**src/rtl/lmph_pkg.sv**
```systemverilog
// Shared types and constants for the bar-graph level meter with peak hold.
// Used by the channel interfaces and the top level; the divider does not use it.
package lmph_pkg;

  localparam int LVL_W      = 16;
  localparam int COEF_W     = 16;
  localparam int HOLD_W     = 8;
  localparam int OP_W       = 2;
  localparam int LIT_W      = 5;
  localparam int CFG_IDX_W  = 3;
  localparam int CFG_DATA_W = 16;

  localparam logic signed [LVL_W-1:0] FLOOR_RST = -16'sd15360;
  localparam logic signed [LVL_W-1:0] CEIL_RST  = 16'sd0;
  localparam logic [COEF_W-1:0]       RISE_RST  = 16'd39322;
  localparam logic [COEF_W-1:0]       FALL_RST  = 16'd6554;
  localparam logic [HOLD_W-1:0]       HOLD_RST  = 8'd30;

  localparam logic [COEF_W-1:0]     PEAK_DECAY   = 16'd5243;
  localparam logic signed [LVL_W:0] SNAP_LSB     = 17'sd2;
  localparam logic signed [LVL_W:0] FLOOR_MARGIN = 17'sd128;

  typedef enum logic [OP_W-1:0] {
    OP_LEVEL    = 2'd0,
    OP_TICK     = 2'd1,
    OP_SET_PEAK = 2'd2,
    OP_CLR_PEAK = 2'd3
  } op_t;

  typedef enum logic [CFG_IDX_W-1:0] {
    CFG_FLOOR = 3'd0,
    CFG_CEIL  = 3'd1,
    CFG_RISE  = 3'd2,
    CFG_FALL  = 3'd3,
    CFG_HOLD  = 3'd4
  } cfg_idx_t;

  typedef enum logic [3:0] {
    ST_IDLE,
    ST_SMUL,
    ST_SAPPLY,
    ST_PEAK,
    ST_PMUL,
    ST_PAPPLY,
    ST_SEG,
    ST_NMUL,
    ST_DSTART,
    ST_DWAIT,
    ST_OUT
  } state_t;

endpackage

```
**src/rtl/lmph_in_if.sv**
```systemverilog
// Input channel of the level meter: valid/ready handshake with op and level.
// Depends on lmph_pkg for field widths.
interface lmph_in_if import lmph_pkg::*; ();
  logic                    valid;
  logic                    ready;
  logic [OP_W-1:0]         op;
  logic signed [LVL_W-1:0] level_db;

  modport source (output valid, op, level_db, input ready);
  modport sink   (input valid, op, level_db, output ready);
endinterface

```
**src/rtl/lmph_out_if.sv**
```systemverilog
// Result channel of the level meter: valid/ready handshake with meter readings.
// Depends on lmph_pkg for field widths.
interface lmph_out_if import lmph_pkg::*; ();
  logic                    valid;
  logic                    ready;
  logic [LIT_W-1:0]        lit_segments;
  logic signed [LVL_W-1:0] shown_db;
  logic signed [LVL_W-1:0] held_peak_db;
  logic                    at_floor;

  modport source (output valid, lit_segments, shown_db, held_peak_db, at_floor, input ready);
  modport sink   (input valid, lit_segments, shown_db, held_peak_db, at_floor, output ready);
endinterface

```
**src/rtl/lmph_div.sv**
```systemverilog
// Restoring divider that produces one quotient bit per cycle.
// Standalone; the quotient must fit in QUO_W bits.
module lmph_div #(
  parameter int QUO_W = 5,
  parameter int NUM_W = 34,
  parameter int DEN_W = 18
) (
  input  logic             clk,
  input  logic             rst_n,
  input  logic             start,
  input  logic [NUM_W-1:0] num,
  input  logic [DEN_W-1:0] den,
  output logic             done,
  output logic [QUO_W-1:0] quo
);

  localparam int CNT_W = (QUO_W > 1) ? $clog2(QUO_W) : 1;

  logic [NUM_W-1:0] rem_r, rem_nxt;
  logic [NUM_W-1:0] dsh_r, dsh_nxt;
  logic [QUO_W-1:0] q_r, q_nxt;
  logic [CNT_W-1:0] cnt_r, cnt_nxt;
  logic             busy_r, busy_nxt;
  logic             done_r, done_nxt;
  logic             ge;

  assign ge = rem_r >= dsh_r;

  always_comb begin
    rem_nxt  = rem_r;
    dsh_nxt  = dsh_r;
    q_nxt    = q_r;
    cnt_nxt  = cnt_r;
    busy_nxt = busy_r;
    done_nxt = 1'b0;
    if (start) begin
      rem_nxt  = num;
      dsh_nxt  = NUM_W'(den) << (QUO_W - 1);
      q_nxt    = '0;
      cnt_nxt  = CNT_W'(QUO_W - 1);
      busy_nxt = 1'b1;
    end else if (busy_r) begin
      rem_nxt = ge ? rem_r - dsh_r : rem_r;
      dsh_nxt = dsh_r >> 1;
      q_nxt   = {q_r[QUO_W-2:0], ge};
      cnt_nxt = cnt_r - 1'b1;
      if (cnt_r == '0) begin
        busy_nxt = 1'b0;
        done_nxt = 1'b1;
      end
    end
  end

  always_ff @(posedge clk) begin
    if (!rst_n) begin
      busy_r <= 1'b0;
      done_r <= 1'b0;
      cnt_r  <= '0;
    end else begin
      busy_r <= busy_nxt;
      done_r <= done_nxt;
      cnt_r  <= cnt_nxt;
    end
    rem_r <= rem_nxt;
    dsh_r <= dsh_nxt;
    q_r   <= q_nxt;
  end

  assign done = done_r;
  assign quo  = q_r;

endmodule

```
**src/rtl/bargraph_level_meter_peak_hold.sv**
```systemverilog
// Bar-graph level meter with rise/fall ballistics and peak hold.
// A refresh tick updates the shown level and then the held peak; each word then gets its
// segment count, by division unless the bar is empty or full, and its result word is
// registered. One shared multiplier and a one-bit-per-cycle divider serve these steps; the
// next word is accepted only once a result is registered. Synchronous active-low reset loads
// the defaults and floors all levels.
module bargraph_level_meter_peak_hold import lmph_pkg::*; #(
  parameter int SEGMENTS = 24
) (
  input  logic                  clk,
  input  logic                  rst_n,
  lmph_in_if.sink               in_ch,
  lmph_out_if.source            out_ch,
  input  logic                  cfg_we,
  input  logic [CFG_IDX_W-1:0]  cfg_index,
  input  logic [CFG_DATA_W-1:0] cfg_wdata
);

  localparam int QUO_W  = $clog2(SEGMENTS + 1);
  localparam int PROD_W = LVL_W + 1 + COEF_W;
  localparam int NUM_W  = PROD_W + 1;
  localparam int DEN_W  = LVL_W + 2;
  localparam logic [COEF_W-1:0] SEG2     = COEF_W'(2 * SEGMENTS);
  localparam logic [QUO_W-1:0]  SEG_FULL = QUO_W'(SEGMENTS);

  state_t state_r, state_nxt;

  logic signed [LVL_W-1:0] floor_r, floor_nxt;
  logic signed [LVL_W-1:0] ceil_r, ceil_nxt;
  logic [COEF_W-1:0]       rise_r, rise_nxt;
  logic [COEF_W-1:0]       fall_r, fall_nxt;
  logic [HOLD_W-1:0]       hticks_r, hticks_nxt;
  logic signed [LVL_W-1:0] target_r, target_nxt;
  logic signed [LVL_W-1:0] shown_r, shown_nxt;
  logic signed [LVL_W-1:0] peak_r, peak_nxt;
  logic [HOLD_W-1:0]       hold_r, hold_nxt;
  logic [LVL_W:0]          mag_r, mag_nxt;
  logic [COEF_W-1:0]       coef_r, coef_nxt;
  logic                    dir_r, dir_nxt;
  logic [PROD_W-1:0]       prod_r, prod_nxt;
  logic [QUO_W-1:0]        seg_r, seg_nxt;

  logic                    out_valid_r, out_valid_nxt;
  logic [LIT_W-1:0]        out_lit_r, out_lit_nxt;
  logic signed [LVL_W-1:0] out_shown_r, out_shown_nxt;
  logic signed [LVL_W-1:0] out_peak_r, out_peak_nxt;
  logic                    out_floor_r, out_floor_nxt;

  logic                    accept;
  logic                    out_load;
  logic                    div_start;
  logic                    div_done;
  logic [QUO_W-1:0]        div_quo;
  logic [NUM_W-1:0]        div_num;
  logic [DEN_W-1:0]        div_den;

  logic signed [LVL_W-1:0] lvl_c;
  logic signed [LVL_W-1:0] new_floor, new_ceil;
  logic signed [LVL_W:0]   tgt_x, shn_x, pk_x, flr_x, cl_x;
  logic signed [LVL_W:0]   tick_diff, sh_new, snap_d, pk_new, seg_num, seg_den;
  logic                    tick_up, snap, peak_above, hold_nz, seg_zero, seg_full;
  logic [PROD_W-1:0]       mul_p;
  logic [PROD_W:0]         rnd;
  logic [LVL_W:0]          step;

  function automatic logic signed [LVL_W-1:0] clamp_lvl(
    input logic signed [LVL_W-1:0] v,
    input logic signed [LVL_W-1:0] lo,
    input logic signed [LVL_W-1:0] hi
  );
    logic signed [LVL_W-1:0] r;
    if (v < lo) begin
      r = lo;
    end else if (v > hi) begin
      r = hi;
    end else begin
      r = v;
    end
    return r;
  endfunction

  assign lvl_c = clamp_lvl(in_ch.level_db, floor_r, ceil_r);

  assign tgt_x = {target_r[LVL_W-1], target_r};
  assign shn_x = {shown_r[LVL_W-1], shown_r};
  assign pk_x  = {peak_r[LVL_W-1], peak_r};
  assign flr_x = {floor_r[LVL_W-1], floor_r};
  assign cl_x  = {ceil_r[LVL_W-1], ceil_r};

  assign tick_up   = target_r > shown_r;
  assign tick_diff = tgt_x - shn_x;

  // Shared multiplier and rounding: step = ceil(mag * coef / 2^16).
  assign mul_p = PROD_W'(mag_r) * PROD_W'(coef_r);
  assign rnd   = {1'b0, prod_r} + (PROD_W + 1)'(17'h0FFFF);
  assign step  = rnd[COEF_W+LVL_W:COEF_W];

  assign sh_new = dir_r ? shn_x + $signed(step) : shn_x - $signed(step);
  assign snap_d = sh_new - tgt_x;
  assign snap   = (snap_d >= -SNAP_LSB) && (snap_d <= SNAP_LSB);
  assign pk_new = pk_x - $signed(step);

  assign peak_above = peak_r > shown_r;
  assign hold_nz    = hold_r != '0;

  assign seg_num  = shn_x - flr_x;
  assign seg_den  = cl_x - flr_x;
  assign seg_zero = !(ceil_r > floor_r) || (seg_num <= 0);
  assign seg_full = seg_num >= seg_den;

  assign div_num = NUM_W'(prod_r) + NUM_W'(seg_den[LVL_W:0]);
  assign div_den = {seg_den[LVL_W:0], 1'b0};

  assign new_floor = (cfg_index == CFG_FLOOR) ? $signed(cfg_wdata) : floor_r;
  assign new_ceil  = (cfg_index == CFG_CEIL) ? $signed(cfg_wdata) : ceil_r;

  lmph_div #(
    .QUO_W (QUO_W),
    .NUM_W (NUM_W),
    .DEN_W (DEN_W)
  ) u_div (
    .clk   (clk),
    .rst_n (rst_n),
    .start (div_start),
    .num   (div_num),
    .den   (div_den),
    .done  (div_done),
    .quo   (div_quo)
  );

  // Control outputs of the sequencer.
  always_comb begin
    in_ch.ready = 1'b0;
    div_start   = 1'b0;
    out_load    = 1'b0;
    case (state_r)
      ST_IDLE:   in_ch.ready = 1'b1;
      ST_DSTART: div_start = 1'b1;
      ST_OUT:    out_load = !out_valid_r || out_ch.ready;
      default:   ;
    endcase
  end

  assign accept = in_ch.valid && in_ch.ready;

  // Next state.
  always_comb begin
    state_nxt = state_r;
    case (state_r)
      ST_IDLE: begin
        if (accept) begin
          state_nxt = (op_t'(in_ch.op) == OP_TICK) ? ST_SMUL : ST_SEG;
        end
      end
      ST_SMUL:   state_nxt = ST_SAPPLY;
      ST_SAPPLY: state_nxt = ST_PEAK;
      ST_PEAK: begin
        state_nxt = (!hold_nz && peak_above) ? ST_PMUL : ST_SEG;
      end
      ST_PMUL:   state_nxt = ST_PAPPLY;
      ST_PAPPLY: state_nxt = ST_SEG;
      ST_SEG: begin
        state_nxt = (seg_zero || seg_full) ? ST_OUT : ST_NMUL;
      end
      ST_NMUL:   state_nxt = ST_DSTART;
      ST_DSTART: state_nxt = ST_DWAIT;
      ST_DWAIT: begin
        if (div_done) begin
          state_nxt = ST_OUT;
        end
      end
      ST_OUT: begin
        if (out_load) begin
          state_nxt = ST_IDLE;
        end
      end
      default:   state_nxt = ST_IDLE;
    endcase
  end

  // Datapath.
  always_comb begin
    floor_nxt  = floor_r;
    ceil_nxt   = ceil_r;
    rise_nxt   = rise_r;
    fall_nxt   = fall_r;
    hticks_nxt = hticks_r;
    target_nxt = target_r;
    shown_nxt  = shown_r;
    peak_nxt   = peak_r;
    hold_nxt   = hold_r;
    mag_nxt    = mag_r;
    coef_nxt   = coef_r;
    dir_nxt    = dir_r;
    prod_nxt   = prod_r;
    seg_nxt    = seg_r;
    case (state_r)
      ST_IDLE: begin
        if (accept) begin
          case (op_t'(in_ch.op))
            OP_LEVEL: begin
              target_nxt = lvl_c;
              if (lvl_c > peak_r) begin
                peak_nxt = lvl_c;
                hold_nxt = hticks_r;
              end
            end
            OP_TICK: begin
              mag_nxt  = tick_up ? $unsigned(tick_diff) : $unsigned(-tick_diff);
              coef_nxt = tick_up ? rise_r : fall_r;
              dir_nxt  = tick_up;
            end
            OP_SET_PEAK: begin
              peak_nxt = lvl_c;
              hold_nxt = hticks_r;
            end
            OP_CLR_PEAK: begin
              peak_nxt = floor_r;
              hold_nxt = '0;
            end
            default: ;
          endcase
        end else if (cfg_we) begin
          case (cfg_index)
            CFG_FLOOR, CFG_CEIL: begin
              floor_nxt  = new_floor;
              ceil_nxt   = new_ceil;
              target_nxt = clamp_lvl(target_r, new_floor, new_ceil);
              shown_nxt  = clamp_lvl(shown_r, new_floor, new_ceil);
              peak_nxt   = clamp_lvl(peak_r, new_floor, new_ceil);
            end
            CFG_RISE: rise_nxt   = cfg_wdata;
            CFG_FALL: fall_nxt   = cfg_wdata;
            CFG_HOLD: hticks_nxt = cfg_wdata[HOLD_W-1:0];
            default:  ;
          endcase
        end
      end
      ST_SMUL, ST_PMUL, ST_NMUL: prod_nxt = mul_p;
      ST_SAPPLY: shown_nxt = snap ? target_r : sh_new[LVL_W-1:0];
      ST_PEAK: begin
        if (hold_nz) begin
          hold_nxt = hold_r - 1'b1;
        end else if (peak_above) begin
          mag_nxt  = $unsigned(pk_x - shn_x);
          coef_nxt = PEAK_DECAY;
        end else begin
          peak_nxt = shown_r;
        end
      end
      ST_PAPPLY: peak_nxt = pk_new[LVL_W-1:0];
      ST_SEG: begin
        if (seg_zero) begin
          seg_nxt = '0;
        end else if (seg_full) begin
          seg_nxt = SEG_FULL;
        end else begin
          mag_nxt  = $unsigned(seg_num);
          coef_nxt = SEG2;
        end
      end
      ST_DWAIT: begin
        if (div_done) begin
          seg_nxt = div_quo;
        end
      end
      default: ;
    endcase
  end

  // Result register.
  always_comb begin
    out_valid_nxt = out_valid_r;
    out_lit_nxt   = out_lit_r;
    out_shown_nxt = out_shown_r;
    out_peak_nxt  = out_peak_r;
    out_floor_nxt = out_floor_r;
    if (out_load) begin
      out_valid_nxt = 1'b1;
      out_lit_nxt   = LIT_W'(seg_r);
      out_shown_nxt = shown_r;
      out_peak_nxt  = peak_r;
      out_floor_nxt = shn_x <= flr_x + FLOOR_MARGIN;
    end else if (out_ch.ready) begin
      out_valid_nxt = 1'b0;
    end
  end

  always_ff @(posedge clk) begin
    if (!rst_n) begin
      state_r     <= ST_IDLE;
      out_valid_r <= 1'b0;
      floor_r     <= FLOOR_RST;
      ceil_r      <= CEIL_RST;
      rise_r      <= RISE_RST;
      fall_r      <= FALL_RST;
      hticks_r    <= HOLD_RST;
      target_r    <= FLOOR_RST;
      shown_r     <= FLOOR_RST;
      peak_r      <= FLOOR_RST;
      hold_r      <= '0;
    end else begin
      state_r     <= state_nxt;
      out_valid_r <= out_valid_nxt;
      floor_r     <= floor_nxt;
      ceil_r      <= ceil_nxt;
      rise_r      <= rise_nxt;
      fall_r      <= fall_nxt;
      hticks_r    <= hticks_nxt;
      target_r    <= target_nxt;
      shown_r     <= shown_nxt;
      peak_r      <= peak_nxt;
      hold_r      <= hold_nxt;
    end
    mag_r       <= mag_nxt;
    coef_r      <= coef_nxt;
    dir_r       <= dir_nxt;
    prod_r      <= prod_nxt;
    seg_r       <= seg_nxt;
    out_lit_r   <= out_lit_nxt;
    out_shown_r <= out_shown_nxt;
    out_peak_r  <= out_peak_nxt;
    out_floor_r <= out_floor_nxt;
  end

  assign out_ch.valid        = out_valid_r;
  assign out_ch.lit_segments = out_lit_r;
  assign out_ch.shown_db     = out_shown_r;
  assign out_ch.held_peak_db = out_peak_r;
  assign out_ch.at_floor     = out_floor_r;

  // The displayed level never leaves a valid meter range.
  a_shown_in_range: assert property (@(posedge clk) disable iff (!rst_n)
    (ceil_r > floor_r) |-> (shown_r >= floor_r && shown_r <= ceil_r))
    else $error("displayed level outside meter range");

  // A result word never reports more segments than the bar has.
  a_lit_bound: assert property (@(posedge clk) disable iff (!rst_n)
    out_ch.valid |-> (SEGMENTS > 31 || out_ch.lit_segments <= LIT_W'(SEGMENTS)))
    else $error("segment count above bar length");

  // An accepted word keeps the block busy in the following cycle.
  a_busy_after_accept: assert property (@(posedge clk) disable iff (!rst_n)
    accept |=> !in_ch.ready)
    else $error("new word accepted while previous one still in work");

  // The divider only reports completion while the sequencer waits for it.
  a_div_done_wait: assert property (@(posedge clk) disable iff (!rst_n)
    div_done |-> state_r == ST_DWAIT)
    else $error("divider completion outside wait state");

endmodule

```
**src/flat_wrapper.sv**
```systemverilog
// flat-port wrapper written by rule: the top's interface ports become plain ports
module bargraph_level_meter_peak_hold_flat import lmph_pkg::*;
#(
  parameter int SEGMENTS = 24
)
  (clk, rst_n, cfg_we, cfg_index, cfg_wdata, in_ch_valid, in_ch_op, in_ch_level_db, in_ch_ready, out_ch_valid, out_ch_lit_segments, out_ch_shown_db, out_ch_held_peak_db, out_ch_at_floor, out_ch_ready);
  lmph_in_if in_ch_i ();
  lmph_out_if out_ch_i ();
  input  logic clk;
  input  logic rst_n;
  input  logic cfg_we;
  input  logic [CFG_IDX_W-1:0] cfg_index;
  input  logic [CFG_DATA_W-1:0] cfg_wdata;
  input wire logic [$bits(in_ch_i.valid)-1:0] in_ch_valid;
  input wire logic [$bits(in_ch_i.op)-1:0] in_ch_op;
  input wire logic [$bits(in_ch_i.level_db)-1:0] in_ch_level_db;
  output wire logic [$bits(in_ch_i.ready)-1:0] in_ch_ready;
  output wire logic [$bits(out_ch_i.valid)-1:0] out_ch_valid;
  output wire logic [$bits(out_ch_i.lit_segments)-1:0] out_ch_lit_segments;
  output wire logic [$bits(out_ch_i.shown_db)-1:0] out_ch_shown_db;
  output wire logic [$bits(out_ch_i.held_peak_db)-1:0] out_ch_held_peak_db;
  output wire logic [$bits(out_ch_i.at_floor)-1:0] out_ch_at_floor;
  input wire logic [$bits(out_ch_i.ready)-1:0] out_ch_ready;
  assign in_ch_i.valid = in_ch_valid;
  assign in_ch_i.op = in_ch_op;
  assign in_ch_i.level_db = in_ch_level_db;
  assign in_ch_ready = in_ch_i.ready;
  assign out_ch_valid = out_ch_i.valid;
  assign out_ch_lit_segments = out_ch_i.lit_segments;
  assign out_ch_shown_db = out_ch_i.shown_db;
  assign out_ch_held_peak_db = out_ch_i.held_peak_db;
  assign out_ch_at_floor = out_ch_i.at_floor;
  assign out_ch_i.ready = out_ch_ready;
  bargraph_level_meter_peak_hold #(.SEGMENTS(SEGMENTS)) u_core (.clk(clk), .rst_n(rst_n), .in_ch(in_ch_i), .out_ch(out_ch_i), .cfg_we(cfg_we), .cfg_index(cfg_index), .cfg_wdata(cfg_wdata));
endmodule
```
**config.mk**
```make
export PLATFORM = sky130hd
export DESIGN_NAME = bargraph_level_meter_peak_hold_flat
export DESIGN_NICKNAME = d
export VERILOG_FILES = /design/src/rtl/lmph_pkg.sv /design/src/rtl/lmph_in_if.sv /design/src/rtl/lmph_out_if.sv /design/src/rtl/lmph_div.sv /design/src/rtl/bargraph_level_meter_peak_hold.sv /design/src/flat_wrapper.sv
export SDC_FILE = /design/constraint.sdc
export NUM_CORES = 2
export LEC_CHECK = 0
export BUFFER_PORTS_ARGS = -buffer_cell sky130_fd_sc_hd__buf_4
export CORE_MARGIN = 1.5
export CORE_UTILIZATION = 58
export DETAILED_ROUTE_END_ITERATION = 8
export PLACE_DENSITY_LB_ADDON = 0.15
export SKIP_LAST_GASP = 1
export SLEW_MARGIN = 20
export SYNTH_ARGS = -nofsm -noshare
export SYNTH_HDL_FRONTEND = slang
export SYNTH_SLANG_ARGS = --single-unit
```
**constraint.sdc**
```tcl
create_clock -name clk -period 10.3 [get_ports clk]
set_clock_uncertainty 0.15 [all_clocks]
set_input_delay 0.515 -clock clk [delete_from_list [all_inputs] [get_ports clk]]
set_output_delay 0.515 -clock clk [all_outputs]
set_load 0.02 [all_outputs]
```
==> run summary <==
worst rel slew slack -> 29.78%
clk sinks -> 309
final sum of negative setup slack -> 0 ns
proportion of netlist area held by the largest area contributor -> 15.17%
starting density of the core -> 58.77%
H-tree levels -> 2
count of input and output buffers -> 81
area growth from synthesis to layout -> 8.666%
net total in the final layout -> 4,848
run status -> complete, no violations
primary flip-flop cell chosen by synthesis mapping -> sky130_fd_sc_hd__edfxtp_1
largest area contributor in the synthesized netlist -> sky130_fd_sc_hd__ha_1
post-synthesis instance total -> 4,118
overall fraction of global-route tracks in use -> 37.91%
post-synthesis net count -> 4,807
drc violations -> 0
cell family with the largest share of critical-path delay -> compound AO/OA/AOI/OAI gates
delay of the slowest cell on the worst path -> 0.76 ns
clk_lat worst skew -> 0.60 ns
Fmax achieved -> 133.0 MHz
Sequential cell area -> 0.007797 sq mm
sum of overflow across all layers after global routing -> 0
leading post-synthesis cells by cell area -> sky130_fd_sc_hd__ha_1, sky130_fd_sc_hd__edfxtp_1, sky130_fd_sc_hd__fa_1
slowest cell on the critical path -> sky130_fd_sc_hd__xnor2_2
number of vias per cell -> 6.395
period utilisation layout -> 73.00%
WL/cell -> 24.06 um
combined buffer and inverter count along the critical path -> 1
worst path required time -> 10.58 ns
maximum number of pins on one net before global-route repair -> 77
multi-input logic area -> 0.02549 sq mm
reg2reg start -> u_core.prod_r[5]
async set or reset register ratio after synthesis -> 0%
capturing element type of the critical path -> flip-flop
io pins -> 82
peak fanout along the critical path -> 24
Worst Tran Pin Value -> 1.045 ns
maximum count of clock buffers along a single path -> 3
initial antenna violation count -> 3
clock tree from TritonCTS -> yes
number of buffers inserted to repair setup after CTS -> 0
post-CTS clock slew at the launch and capture registers of the worst setup and hold paths -> 0.06 ns
Post-CTS Hold Fix Bufs -> 0
post-layout min period -> 7.519 ns
standard cell core area -> 0.06036 sq mm
Tightest Hold Check Type -> in2reg
count leader, synth -> sky130_fd_sc_hd__nand2_1
final number of setup-violating endpoints -> 0
HPWL reported at the end of detailed placement -> 92,120 um
vias in the first global route -> 30,217
cts bufs inserted -> 40
sequential-to-total area share from yosys stat -> 21.98%
max capacitance violation total -> 0
die extent in y -> 250.3 um
arrival time worst endpoint -> 7.80 ns
post-route antenna net violation count -> 0
unrepaired setup endpoints after global routing -> no
via count -> 31,796
mapped cell area -> 0.03548 sq mm
count of cell types in the netlist -> 90
register bit count reported by yosys -> 309
Post-synth EDFFs -> 161
Std-Cell Rows -> 90
root cell of the clock tree -> sky130_fd_sc_hd__clkbuf_16
violation count after the first detailed-routing iteration -> 3,162
Total Die Area -> 0.06266 sq mm
CP Launch Point -> u_core.prod_r[5]
gpl congestion -> 1.065
Hold Path Origin -> cfg_wdata[15]
Final Max Slew Viols -> 0
most frequent cells after synthesis -> sky130_fd_sc_hd__nand2_1, sky130_fd_sc_hd__ha_1, sky130_fd_sc_hd__inv_1, sky130_fd_sc_hd__a21oi_1, sky130_fd_sc_hd__nor2_1
iteration count of the initial detailed-routing pass -> 5
final-layout fill cell count -> 5,294
number of resized instances in the post-cts repair step -> 0
share of layout cells above drive strength 1 -> 7.114%
wire length of the first global-routing pass -> 181,400 um
Setup Crit Path Kind -> reg2reg
Yosys Warn Count -> 0
Post-Synthesis Mean Instance Area -> 8.615 sq um
Setup crit start kind -> flip-flop
Die X -> 250.3 um
wire length reported by the detailed router -> 119,600 um
count of final hold-check violations -> 0
## state kept, by name, summed over array words and instances (netlist names), 17 cells and up
name                cells
u_core.prod_r          33
u_core.mag_r           17
u_core.u_div.dsh_r     22
u_core.u_div.rem_r     34
## cells by family after synthesis
| logic type | after synthesis | share of synthesized area [%] |
|---|---|---|
| and+or+nand+nor | 1282 | 17.72 |
| DFF | 309 | 21.98 |
| AOI/OAI and AO/OA | 960 | 17.97 |
| xor gates and xnor gates | 215 | 5.350 |
| adders and majority gates | 647 | 27.41 |
| buffers and inverters | 593 | 6.359 |
| muxes | 112 | 3.210 |
## layout by cell type (no fill, tap or decap), types with 12 or more instances in the layout
master / instances
sky130_fd_sc_hd__nor2_1: 252
sky130_fd_sc_hd__mux2_2: 14
sky130_fd_sc_hd__fa_1: 217
sky130_fd_sc_hd__a311oi_1: 27
sky130_fd_sc_hd__and4_1: 12
sky130_fd_sc_hd__clkbuf_16: 43
sky130_fd_sc_hd__nor3_1: 79
sky130_fd_sc_hd__mux2i_1: 98
sky130_fd_sc_hd__or3_1: 30
sky130_fd_sc_hd__buf_4: 163
sky130_fd_sc_hd__nor4_1: 27
sky130_fd_sc_hd__o31ai_1: 20
sky130_fd_sc_hd__a22oi_1: 12
sky130_fd_sc_hd__nand3_1: 90
sky130_fd_sc_hd__edfxtp_1: 161
sky130_fd_sc_hd__o211ai_1: 34
sky130_fd_sc_hd__a21oi_1: 256
sky130_fd_sc_hd__nor2b_1: 52
sky130_fd_sc_hd__or2_2: 17
sky130_fd_sc_hd__a211oi_1: 51
sky130_fd_sc_hd__nand2_1: 436
sky130_fd_sc_hd__nand2b_1: 34
sky130_fd_sc_hd__o21a_1: 53
sky130_fd_sc_hd__o21bai_1: 27
sky130_fd_sc_hd__and3_1: 25
sky130_fd_sc_hd__nand4_1: 58
sky130_fd_sc_hd__dfxtp_1: 148
sky130_fd_sc_hd__inv_1: 425
sky130_fd_sc_hd__a31oi_1: 47
sky130_fd_sc_hd__and2_1: 117
sky130_fd_sc_hd__xnor2_1: 142
sky130_fd_sc_hd__a21o_1: 93
sky130_fd_sc_hd__o21ai_0: 182
sky130_fd_sc_hd__xor2_1: 71
sky130_fd_sc_hd__ha_1: 430
## worst reg2reg max path: cells and delay by family (launching register included)
kind                     cells  cell delay [ns]
flip-flops                   1             0.43
AO/OA/AOI/OAI               13             3.11
AND/OR/NAND/NOR              7             1.65
buffers and inverters        1             0.09
adder cells (fa/ha/maj)      3             0.87
XOR/XNOR                     3             1.11
## path summary, 6_finish.rpt
check                                                endpoint  slack (ns)  depth (start not counted)
worst min register to register  u_core.out_ch.lit_segments[4]        0.27                          0
worst min-delay path                        u_core.rise_r[15]        0.03                          3
worst max-delay path                        u_core.shown_r[6]        2.78                         27
worst max register to register              u_core.shown_r[6]        2.78                         27
## metal layers
metal / up-vias / GRT usage (%) / wire length [um]
met4: 2 / 21.19 / 8175
met5: - / 0 / 5
met2: 1560 / 58.82 / 52420
met1: 15171 / 50.00 / 47620
li1: 14643 / - / -
met3: 420 / 6.911 / 11400
## area by class of cell
type                            count  share of cell area, %
Multi-Input combinational cell   3216                  66.12
Sequential cell                   309                  20.23
Inverter                          427                  4.158
Timing Repair Buffer              165                  3.285
Clock buffer                       57                  3.031
Tap cell                          782                  2.538
Clock inverter                     15                 0.6297
Antenna cell                        1               0.006491
## per-stage QoR
step / area, sq um / setup slack [ns] / util [%] / hold WS, ns / cells
2_1_floorplan: 35480 / 0.4200 / - / 0.2503 / 4118
3_5_place_dp: 37090 / 2.836 / 61.44 / 0.2545 / 4897
4_1_cts: 38500 / 2.792 / 63.78 / 0.01646 / 4969
6_report: 38550 / 2.781 / 63.87 / 0.03131 / 4972
3_3_place_gp: 37090 / 2.976 / 61.44 / 0.2548 / 4897
5_1_grt: 38550 / 2.166 / 63.86 / 0.04549 / 4971
Power is left out: the tool's default activity adds up to more than one toggle a clock period on the data nets, which glitch-free logic cannot reach.
